`config.mk`:
```
export PLATFORM = sky130hd
export DESIGN_NAME = lfu_cache_table_top
export DESIGN_NICKNAME = d
export VERILOG_FILES = /design/src/rtl/lfu_pkg.sv /design/src/rtl/lfu_cache_table_top.sv /design/src/rtl/lfu_ram.sv /design/src/rtl/lfu_datapath.sv /design/src/rtl/lfu_ctrl.sv
export SDC_FILE = /design/constraint.sdc
export NUM_CORES = 2
export LEC_CHECK = 0
export BUFFER_PORTS_ARGS = -buffer_cell sky130_fd_sc_hd__buf_2
export CAP_MARGIN = 20
export CORE_UTILIZATION = 56
export CTS_CLUSTER_DIAMETER = 200
export DETAILED_ROUTE_END_ITERATION = 12
export PLACE_DENSITY_LB_ADDON = 0.05
export REMOVE_ABC_BUFFERS = 1
export SLEW_MARGIN = 20
export SYNTH_ARGS = -nofsm -noshare
export SYNTH_HDL_FRONTEND = slang
export SYNTH_SLANG_ARGS = --single-unit
```
`constraint.sdc`:
```
create_clock -name aclk -period 6.74 [get_ports aclk]
set_input_delay 0.674 -clock aclk [delete_from_list [all_inputs] [get_ports aclk]]
set_output_delay 0.674 -clock aclk [all_outputs]
set_load 0.01 [all_outputs]
```
`src/rtl/lfu_pkg.sv`:
```
// ----------------------------------------------------------------------------
// lfu_pkg
// shared types, codes and defaults for the lfu cache table
// ----------------------------------------------------------------------------
`default_nettype none

package lfu_pkg;

    localparam int DEF_ENTRIES    = 16;
    localparam int DEF_COUNT_BITS = 16;

    localparam int KEY_W  = 32;
    localparam int DATA_W = 32;
    localparam int CAP_W  = 5;

    localparam logic [CAP_W-1:0] CAP_RESET = 5'd16;

    // request kinds
    localparam logic MODE_GET = 1'b0;
    localparam logic MODE_PUT = 1'b1;

    typedef struct packed {
        logic                     mode;
        logic signed [KEY_W-1:0]  lookup_key;
        logic signed [DATA_W-1:0] write_value;
    } req_t;

    typedef struct packed {
        logic                     hit;
        logic signed [DATA_W-1:0] read_value;
    } rsp_t;

    // controller to datapath
    typedef struct packed {
        logic capture;
        logic scan;
        logic decide;
        logic upd;
        logic load_rsp;
    } ctrl_cmd_t;

    // datapath to controller
    typedef struct packed {
        logic issue_done;
        logic pipe_empty;
        logic need_update;
        logic out_free;
    } dp_status_t;

endpackage

`default_nettype wire

```
`src/rtl/lfu_cache_table_top.sv`:
```
// ----------------------------------------------------------------------------
// lfu_cache_table_top
// fully associative key/value store with least-frequently-used replacement
// and least-recently-used tie break
// ----------------------------------------------------------------------------
//
//   channel   direction  handshake            payload
//   s_        in         s_valid / s_ready    lfu_pkg::req_t (mode, key, value)
//   m_        out        m_valid / m_ready    lfu_pkg::rsp_t (hit, read_value)
//   cfg_      in         cfg_wr_en            capacity_limit, 5 bits
//
// one request at a time; with N occupied slots: a scan pass over the N slots, plan,
// an update pass over M slots (M = N, or N + 1 for an insert into a free slot) and a
// result register load, from transfer to result; the update pass is skipped with no
// update; each pass reads one slot per cycle on the slot memory's read port
// reset is synchronous active low; it empties the table and sets capacity
// to 16, no clearing pass is needed since slots fill in index order
// a held result in the output register does not block the next transfer in
// ----------------------------------------------------------------------------
`default_nettype none

module lfu_cache_table_top #(
    parameter int ENTRIES    = lfu_pkg::DEF_ENTRIES,
    parameter int COUNT_BITS = lfu_pkg::DEF_COUNT_BITS
) (
    input  logic                      aclk,
    input  logic                      aresetn,
    // configuration
    input  logic                      cfg_wr_en,
    input  logic [lfu_pkg::CAP_W-1:0] cfg_wr_data,
    // request channel
    input  logic                      s_valid,
    output logic                      s_ready,
    input  lfu_pkg::req_t             s_data,
    // result channel
    output logic                      m_valid,
    input  logic                      m_ready,
    output lfu_pkg::rsp_t             m_data
);

    import lfu_pkg::*;

    ctrl_cmd_t  cmd;
    dp_status_t status;

    // sequencer: walks scan, plan, update and result hand-off
    lfu_ctrl u_ctrl (
        .aclk    (aclk),
        .aresetn (aresetn),
        .s_valid (s_valid),
        .s_ready (s_ready),
        .status  (status),
        .cmd     (cmd)
    );

    // slot memory, match / victim search, write-back, result register
    lfu_datapath #(
        .ENTRIES    (ENTRIES),
        .COUNT_BITS (COUNT_BITS)
    ) u_datapath (
        .aclk        (aclk),
        .aresetn     (aresetn),
        .cfg_wr_en   (cfg_wr_en),
        .cfg_wr_data (cfg_wr_data),
        .s_data      (s_data),
        .cmd         (cmd),
        .status      (status),
        .m_valid     (m_valid),
        .m_ready     (m_ready),
        .m_data      (m_data)
    );

endmodule

`default_nettype wire

```
`src/rtl/lfu_ram.sv`:
```
// ----------------------------------------------------------------------------
// lfu_ram
// generic single write port, single read port ram with registered read
// ----------------------------------------------------------------------------
`default_nettype none

module lfu_ram #(
    parameter int WIDTH = 8,
    parameter int DEPTH = 16
) (
    input  logic                                    clk,
    input  logic                                    we,
    input  logic [((DEPTH > 1) ? $clog2(DEPTH) : 1)-1:0] waddr,
    input  logic [WIDTH-1:0]                        wdata,
    input  logic [((DEPTH > 1) ? $clog2(DEPTH) : 1)-1:0] raddr,
    output logic [WIDTH-1:0]                        rdata
);

    logic [WIDTH-1:0] mem [DEPTH];
    logic [WIDTH-1:0] rdata_reg;

    always_ff @(posedge clk) begin
        if (we) begin
            mem[waddr] <= wdata;
        end
        rdata_reg <= mem[raddr];
    end

    assign rdata = rdata_reg;

endmodule

`default_nettype wire

```
`src/rtl/lfu_datapath.sv`:
```
// ----------------------------------------------------------------------------
// lfu_datapath
// slot memory, scan evaluation, update write-back and result register
// ----------------------------------------------------------------------------
`default_nettype none

module lfu_datapath #(
    parameter int ENTRIES    = lfu_pkg::DEF_ENTRIES,
    parameter int COUNT_BITS = lfu_pkg::DEF_COUNT_BITS
) (
    input  logic                     aclk,
    input  logic                     aresetn,
    input  logic                     cfg_wr_en,
    input  logic [lfu_pkg::CAP_W-1:0] cfg_wr_data,
    input  lfu_pkg::req_t            s_data,
    input  lfu_pkg::ctrl_cmd_t       cmd,
    output lfu_pkg::dp_status_t      status,
    output logic                     m_valid,
    input  logic                     m_ready,
    output lfu_pkg::rsp_t            m_data
);

    import lfu_pkg::*;

    localparam int AW   = (ENTRIES > 1) ? $clog2(ENTRIES) : 1;
    localparam int OW   = $clog2(ENTRIES + 1);
    localparam int CMPW = (OW > CAP_W) ? OW : CAP_W;

    typedef struct packed {
        logic [KEY_W-1:0]      key;
        logic [DATA_W-1:0]     value;
        logic [COUNT_BITS-1:0] cnt;
        logic [AW-1:0]         rank;
    } entry_t;

    localparam int EW = $bits(entry_t);

    logic [CAP_W-1:0]      cap_reg;
    logic [OW-1:0]         occ_reg, occ_next;
    req_t                  req_reg;
    logic [OW-1:0]         idx_reg, idx_next;
    logic [OW-1:0]         end_reg, end_next;
    logic                  rd_vld_reg;
    logic [AW-1:0]         rd_addr_reg;
    logic                  found_reg;
    logic [AW-1:0]         found_idx_reg;
    logic [AW-1:0]         found_rank_reg;
    logic [DATA_W-1:0]     found_val_reg;
    logic                  vic_any_reg;
    logic [AW-1:0]         vic_idx_reg;
    logic [COUNT_BITS-1:0] vic_cnt_reg;
    logic [AW-1:0]         vic_rank_reg;
    logic [AW-1:0]         tgt_reg;
    logic [AW-1:0]         thr_reg;
    logic                  bump_all_reg;
    logic                  replace_reg;
    logic                  m_valid_reg, m_valid_next;
    rsp_t                  m_data_reg;

    logic                  rd_issue;
    logic [EW-1:0]         ram_rdata;
    entry_t                rd_entry;
    entry_t                wr_entry;
    logic                  ram_we;
    logic                  is_put;
    logic                  key_match;
    logic                  vic_better;
    logic [CMPW-1:0]       cap_eff;
    logic [CMPW-1:0]       cap_ext;
    logic                  plan_go;
    logic                  plan_insert;
    logic                  plan_replace;
    logic                  plan_bump_all;
    logic [AW-1:0]         plan_tgt;
    logic [AW-1:0]         plan_thr;
    rsp_t                  rsp_comb;

    assign is_put   = (req_reg.mode == MODE_PUT);
    assign rd_entry = entry_t'(ram_rdata);
    assign rd_issue = (cmd.scan || cmd.upd) && (idx_reg != end_reg);

    lfu_ram #(
        .WIDTH (EW),
        .DEPTH (ENTRIES)
    ) u_slot_ram (
        .clk   (aclk),
        .we    (ram_we),
        .waddr (rd_addr_reg),
        .wdata (wr_entry),
        .raddr (idx_reg[AW-1:0]),
        .rdata (ram_rdata)
    );

    // scan evaluation
    assign key_match  = rd_vld_reg && cmd.scan && (rd_entry.key == $unsigned(req_reg.lookup_key));
    assign vic_better = !vic_any_reg || (rd_entry.cnt < vic_cnt_reg) ||
                        ((rd_entry.cnt == vic_cnt_reg) && (rd_entry.rank > vic_rank_reg));

    // plan after the scan
    assign cap_ext = CMPW'(cap_reg);
    assign cap_eff = (cap_ext > CMPW'(ENTRIES)) ? CMPW'(ENTRIES) : cap_ext;

    always_comb begin
        plan_go       = 1'b0;
        plan_insert   = 1'b0;
        plan_replace  = 1'b0;
        plan_bump_all = 1'b0;
        plan_tgt      = found_idx_reg;
        plan_thr      = found_rank_reg;
        priority if (!is_put) begin
            plan_go = found_reg;
        end else if (cap_eff == '0) begin
            plan_go = 1'b0;
        end else if (found_reg) begin
            plan_go = 1'b1;
        end else if (CMPW'(occ_reg) < cap_eff) begin
            plan_go       = 1'b1;
            plan_insert   = 1'b1;
            plan_replace  = 1'b1;
            plan_bump_all = 1'b1;
            plan_tgt      = occ_reg[AW-1:0];
        end else begin
            plan_go      = 1'b1;
            plan_replace = 1'b1;
            plan_tgt     = vic_idx_reg;
            plan_thr     = vic_rank_reg;
        end
    end

    always_comb begin
        rsp_comb.hit        = found_reg;
        rsp_comb.read_value = (!is_put && found_reg) ? $signed(found_val_reg) : '0;
    end

    // read-modify-write of one slot per cycle in the update pass
    assign ram_we = cmd.upd && rd_vld_reg;

    always_comb begin
        wr_entry = rd_entry;
        if (rd_addr_reg == tgt_reg) begin
            if (replace_reg) begin
                wr_entry.key = $unsigned(req_reg.lookup_key);
                wr_entry.cnt = COUNT_BITS'(1);
            end else if (rd_entry.cnt != {COUNT_BITS{1'b1}}) begin
                wr_entry.cnt = rd_entry.cnt + COUNT_BITS'(1);
            end
            if (is_put) begin
                wr_entry.value = $unsigned(req_reg.write_value);
            end
            wr_entry.rank = '0;
        end else if (bump_all_reg || (rd_entry.rank < thr_reg)) begin
            wr_entry.rank = rd_entry.rank + AW'(1);
        end
    end

    always_comb begin
        idx_next = idx_reg;
        end_next = end_reg;
        occ_next = occ_reg;
        if (cmd.capture) begin
            idx_next = '0;
            end_next = occ_reg;
        end else if (cmd.decide) begin
            idx_next = '0;
            if (plan_insert) begin
                end_next = occ_reg + OW'(1);
                occ_next = occ_reg + OW'(1);
            end
        end else if (rd_issue) begin
            idx_next = idx_reg + OW'(1);
        end
    end

    always_comb begin
        m_valid_next = m_valid_reg;
        if (cmd.load_rsp) begin
            m_valid_next = 1'b1;
        end else if (m_ready) begin
            m_valid_next = 1'b0;
        end
    end

    always_ff @(posedge aclk) begin
        if (!aresetn) begin
            cap_reg     <= CAP_RESET;
            occ_reg     <= '0;
            idx_reg     <= '0;
            end_reg     <= '0;
            rd_vld_reg  <= 1'b0;
            m_valid_reg <= 1'b0;
        end else begin
            if (cfg_wr_en) begin
                cap_reg <= cfg_wr_data;
            end
            occ_reg     <= occ_next;
            idx_reg     <= idx_next;
            end_reg     <= end_next;
            rd_vld_reg  <= rd_issue;
            m_valid_reg <= m_valid_next;
        end
    end

    always_ff @(posedge aclk) begin
        rd_addr_reg <= idx_reg[AW-1:0];
        if (cmd.capture) begin
            req_reg     <= s_data;
            found_reg   <= 1'b0;
            vic_any_reg <= 1'b0;
        end
        if (key_match && !found_reg) begin
            found_reg      <= 1'b1;
            found_idx_reg  <= rd_addr_reg;
            found_rank_reg <= rd_entry.rank;
            found_val_reg  <= rd_entry.value;
        end
        if (rd_vld_reg && cmd.scan && vic_better) begin
            vic_any_reg  <= 1'b1;
            vic_idx_reg  <= rd_addr_reg;
            vic_cnt_reg  <= rd_entry.cnt;
            vic_rank_reg <= rd_entry.rank;
        end
        if (cmd.decide) begin
            tgt_reg      <= plan_tgt;
            thr_reg      <= plan_thr;
            bump_all_reg <= plan_bump_all;
            replace_reg  <= plan_replace;
        end
        if (cmd.load_rsp) begin
            m_data_reg <= rsp_comb;
        end
    end

    assign status.issue_done  = (idx_reg == end_reg);
    assign status.pipe_empty  = !rd_vld_reg;
    assign status.need_update = plan_go;
    assign status.out_free    = !m_valid_reg || m_ready;

    assign m_valid = m_valid_reg;
    assign m_data  = m_data_reg;

endmodule

`default_nettype wire

```
`src/rtl/lfu_ctrl.sv`:
```
// ----------------------------------------------------------------------------
// lfu_ctrl
// request sequencer: scan pass, plan, update pass, result hand-off
// ----------------------------------------------------------------------------
`default_nettype none

module lfu_ctrl (
    input  logic                aclk,
    input  logic                aresetn,
    input  logic                s_valid,
    output logic                s_ready,
    input  lfu_pkg::dp_status_t status,
    output lfu_pkg::ctrl_cmd_t  cmd
);

    import lfu_pkg::*;

    localparam logic [2:0] S_IDLE   = 3'd0;
    localparam logic [2:0] S_SCAN   = 3'd1;
    localparam logic [2:0] S_DECIDE = 3'd2;
    localparam logic [2:0] S_UPD    = 3'd3;
    localparam logic [2:0] S_DONE   = 3'd4;

    logic [2:0] state_reg, state_next;

    always_comb begin
        state_next = state_reg;
        cmd        = '0;
        s_ready    = 1'b0;
        unique case (state_reg)
            S_IDLE: begin
                s_ready     = 1'b1;
                cmd.capture = s_valid;
                if (s_valid) begin
                    state_next = S_SCAN;
                end
            end
            S_SCAN: begin
                cmd.scan = 1'b1;
                if (status.issue_done && status.pipe_empty) begin
                    state_next = S_DECIDE;
                end
            end
            S_DECIDE: begin
                cmd.decide = 1'b1;
                state_next = status.need_update ? S_UPD : S_DONE;
            end
            S_UPD: begin
                cmd.upd = 1'b1;
                if (status.issue_done && status.pipe_empty) begin
                    state_next = S_DONE;
                end
            end
            S_DONE: begin
                cmd.load_rsp = status.out_free;
                if (status.out_free) begin
                    state_next = S_IDLE;
                end
            end
            default: begin
                state_next = S_IDLE;
            end
        endcase
    end

    always_ff @(posedge aclk) begin
        if (!aresetn) begin
            state_reg <= S_IDLE;
        end else begin
            state_reg <= state_next;
        end
    end

endmodule

`default_nettype wire

```
==> impl_metrics.tcl <==
set metrics [dict create \
    p_per_area_nw_per_um2 293 \
    cp_common_cell "buf_4" \
    ys_types 64 \
    combPwrFrac_pct 2.2 \
    r2r_start "u_ctrl.state_reg[0]$_SDFFE_PN0P_" \
    io_buffers 109 \
    postCtsSetupBuffers 0 \
    ys.flop_type "edfxtp_1" \
    nets 3069 \
    htreeDepth 4 \
    syn_avg_cell_area_um2 22.4 \
    rrSetupSlack_ns 3.36 \
    final_common_cell "edfxtp_1" \
    r2r_end "u_datapath.u_slot_ram.mem[8][45]$_DFFE_PP_" \
    largest_reg_flops 1344 \
    setup_viol 0 \
    dr.pass1.iters 5 \
    viasPerCell 6.31 \
    tightestPinTransition_ns 1.10 \
    cp.arrival_ns 3.75 \
    root_buffer "clkbuf_16" \
    grt_pass1_wl_mm 197 \
    gp_congestion 0.768 \
    peakVddDrop_v 0.000257 \
    critical_path.cell_chain "and3b_1 -> nand2_1 -> or3_1 -> nor2_4 -> buf_4 -> buf_4" \
    worstPathBufferInverterCount 2 \
    rows 121 \
    dieWidth_um 333 \
    swShare_pct 19.6 \
    total_power_w 0.0202 \
    die_area_um2 111000 \
    postCtsHoldBufs 0 \
    synth-edff-count 1516 \
    grt_pass1_vias 29600 \
    clkLatencyLatePin_ns 0.76 \
    cp.required_ns 7.11 \
    clock_sinks 1631 \
    preCtsSetupSlack_ns 3.10 \
    drive_gt1_share_pct 29.2 \
    max_freq_mhz 296 \
    ys_ff_latch 1631 \
    overflow 0 \
    dp_hpwl_mm 69.0 \
    final_cell_mix "edfxtp_1, mux4_2, clkbuf_16, nand2_1, dfxtp_1" \
    cts_tree "yes" \
    seq_area_frac_synth_pct 77.8 \
    setup_tns_ns 0 \
    hp-class "input pin to flip-flop" \
    crit_slowest_cell "buf_4" \
    cp_top_family "buffers and inverters" \
    path_class "flip-flop to flip-flop" \
    ant_nets 0 \
    route.detailed.drc 0 \
    critical-path-max-stage-delay_ns 0.81 \
    fin_crit_ns 3.38 \
    utilization_pct 63.5 \
    p_clk_share_pct 42.7 \
    yosysWarnings 0 \
    maxCapViolCount 0 \
    relSlewSlack_pct 26.7 \
    globalRouteTotalUtil_pct 24.7 \
    io_pins 110 \
    crit_fanout 45 \
    worstHoldStart "s_data[56]" \
    worstSetupStartpointType "flip-flop" \
    dr_total_vias 28500 \
    hold_viol_final 0 \
    setup_slack_ns 3.36 \
    status "complete, no violations" \
    core_region_area_um2 109000 \
    pwr-share-seq_pct 55.1 \
    cts_buffers 164 \
    p_sw_w 0.00396 \
    p_int_w 0.0163 \
    initial_core_util_pct 56.5 \
    drtIter0Drc 3149 \
    cts.path.max_buffers 3 \
    grt_max_degree 125 \
    leakage_nw 21.8 \
    place_area_um2 63900 \
    synth.cell_area_um2 61500 \
    chipHeight_um 333 \
    r2r_cells 6 \
    wl_mm 134 \
    ctsResizeCount 0 \
    clk_pin_slew_worst_paths_ns 0.06 \
    syn_to_final_growth_pct 12.4 \
    hold_depth 1 \
    clock_skew_ns 0.0291 \
    fin_crit_sh_pct 50.2 \
    rsz0062_at_grt "false" \
    endpoint_kind "flip-flop" \
    report.final.slew_viol_count 0 \
    antenna_found_initial 3 \
    min_to "u_datapath.req_reg[56]$_DFFE_PP_" \
    final_area_um2 69100 \
    avgRoutedWirePerCell_um 29.6 \
    syn_inst 2747 \
    postSynth.asyncResetShare_pct 0 \
]
==> stage by stage <==
stage	hold WS, ns	cells
2_1_floorplan	0.403	2622
3_3_place_gp	0.412	4209
3_5_place_dp	0.412	4209
4_1_cts	0.0444	4507
5_1_grt	0.0576	4509
6_report	0.0885	4510
==> cell usage after synthesis (13+ instances only) <==
| cell | number | area, um2 |
|---|---|---|
| nor2_1 | 41 | 154 |
| edfxtp_1 | 1516 | 45500 |
| dfxtp_1 | 115 | 2300 |
| ha_1 | 31 | 388 |
| a21oi_1 | 27 | 135 |
| xor2_1 | 33 | 289 |
| nand2_1 | 132 | 495 |
| mux2_2 | 36 | 405 |
| buf_2 | 47 | 235 |
| clkbuf_1 | 69 | 259 |
| xnor2_1 | 15 | 131 |
| o21ai_0 | 13 | 65.1 |
| nand3_1 | 25 | 125 |
| mux4_2 | 420 | 9460 |
| and2_1 | 34 | 213 |
| inv_1 | 35 | 131 |
| nand4_1 | 14 | 87.6 |
==> final cells by class <==
type,count,area (um2)
clock buffer,235,4650
sequential,1631,47800
clock inverter,63,477
fill,7281,39700
multi-input combinational,956,13200
tap,1414,1770
inverter,35,134
antenna,1,2.50
timing repair buffer,175,1090
==> layer usage <==
| metal | wire length (um) | global-route usage, % |
|---|---|---|
| met5 | 0 | 0 |
| met4 | 2480 | 6.34 |
| met3 | 8780 | 3.80 |
| met2 | 65100 | 38.9 |
| met1 | 57100 | 36.9 |
==> worst max-delay path by stage <==
stage / startpoint / end / depth (start not counted)
2_1_floorplan: u_datapath.idx_reg[0]$_SDFFE_PP0P_ / u_datapath.idx_reg[4]$_SDFFE_PP0P_ / 5
3_3_place_gp: u_datapath.rd_addr_reg[2]$_DFF_P_ / u_datapath.u_slot_ram.mem[10][12]$_DFFE_PP_ / 5
5_1_grt: u_ctrl.state_reg[0]$_SDFFE_PN0P_ / u_datapath.u_slot_ram.mem[8][3]$_DFFE_PP_ / 6
4_1_cts: u_datapath.rd_addr_reg[2]$_DFF_P_ / u_datapath.u_slot_ram.mem[8][12]$_DFFE_PP_ / 5
6_report: u_ctrl.state_reg[0]$_SDFFE_PN0P_ / u_datapath.u_slot_ram.mem[8][45]$_DFFE_PP_ / 6
3_5_place_dp: u_datapath.rd_addr_reg[2]$_DFF_P_ / u_datapath.u_slot_ram.mem[9][12]$_DFFE_PP_ / 5
==> cells by family after synthesis <==
logic type | count (synthesis) | synth area share, %
simple gates | 318 | 2.59
buf+inv | 160 | 1.11
fa+ha+maj | 31 | 0.631
mux | 465 | 16.2
compound gates | 94 | 1.04
xor+xnor | 48 | 0.684
flops | 1631 | 77.8
==> power groups by stage <==
| stage | logic (W) | registers [W] | clock network, W |
|---|---|---|---|
| final | 0.000446 | 0.0111 | 0.00863 |
| after global routing | 0.000484 | 0.0111 | 0.00918 |
| after CTS | 0.000450 | 0.0111 | 0.00879 |
| after detailed placement | 0.000448 | 0.0114 | 0 |
| after global placement | 0.000428 | 0.0114 | 0 |
| after floorplan | 0.000355 | 0.0114 | 0 |
(Power assumes the default switching activity.)
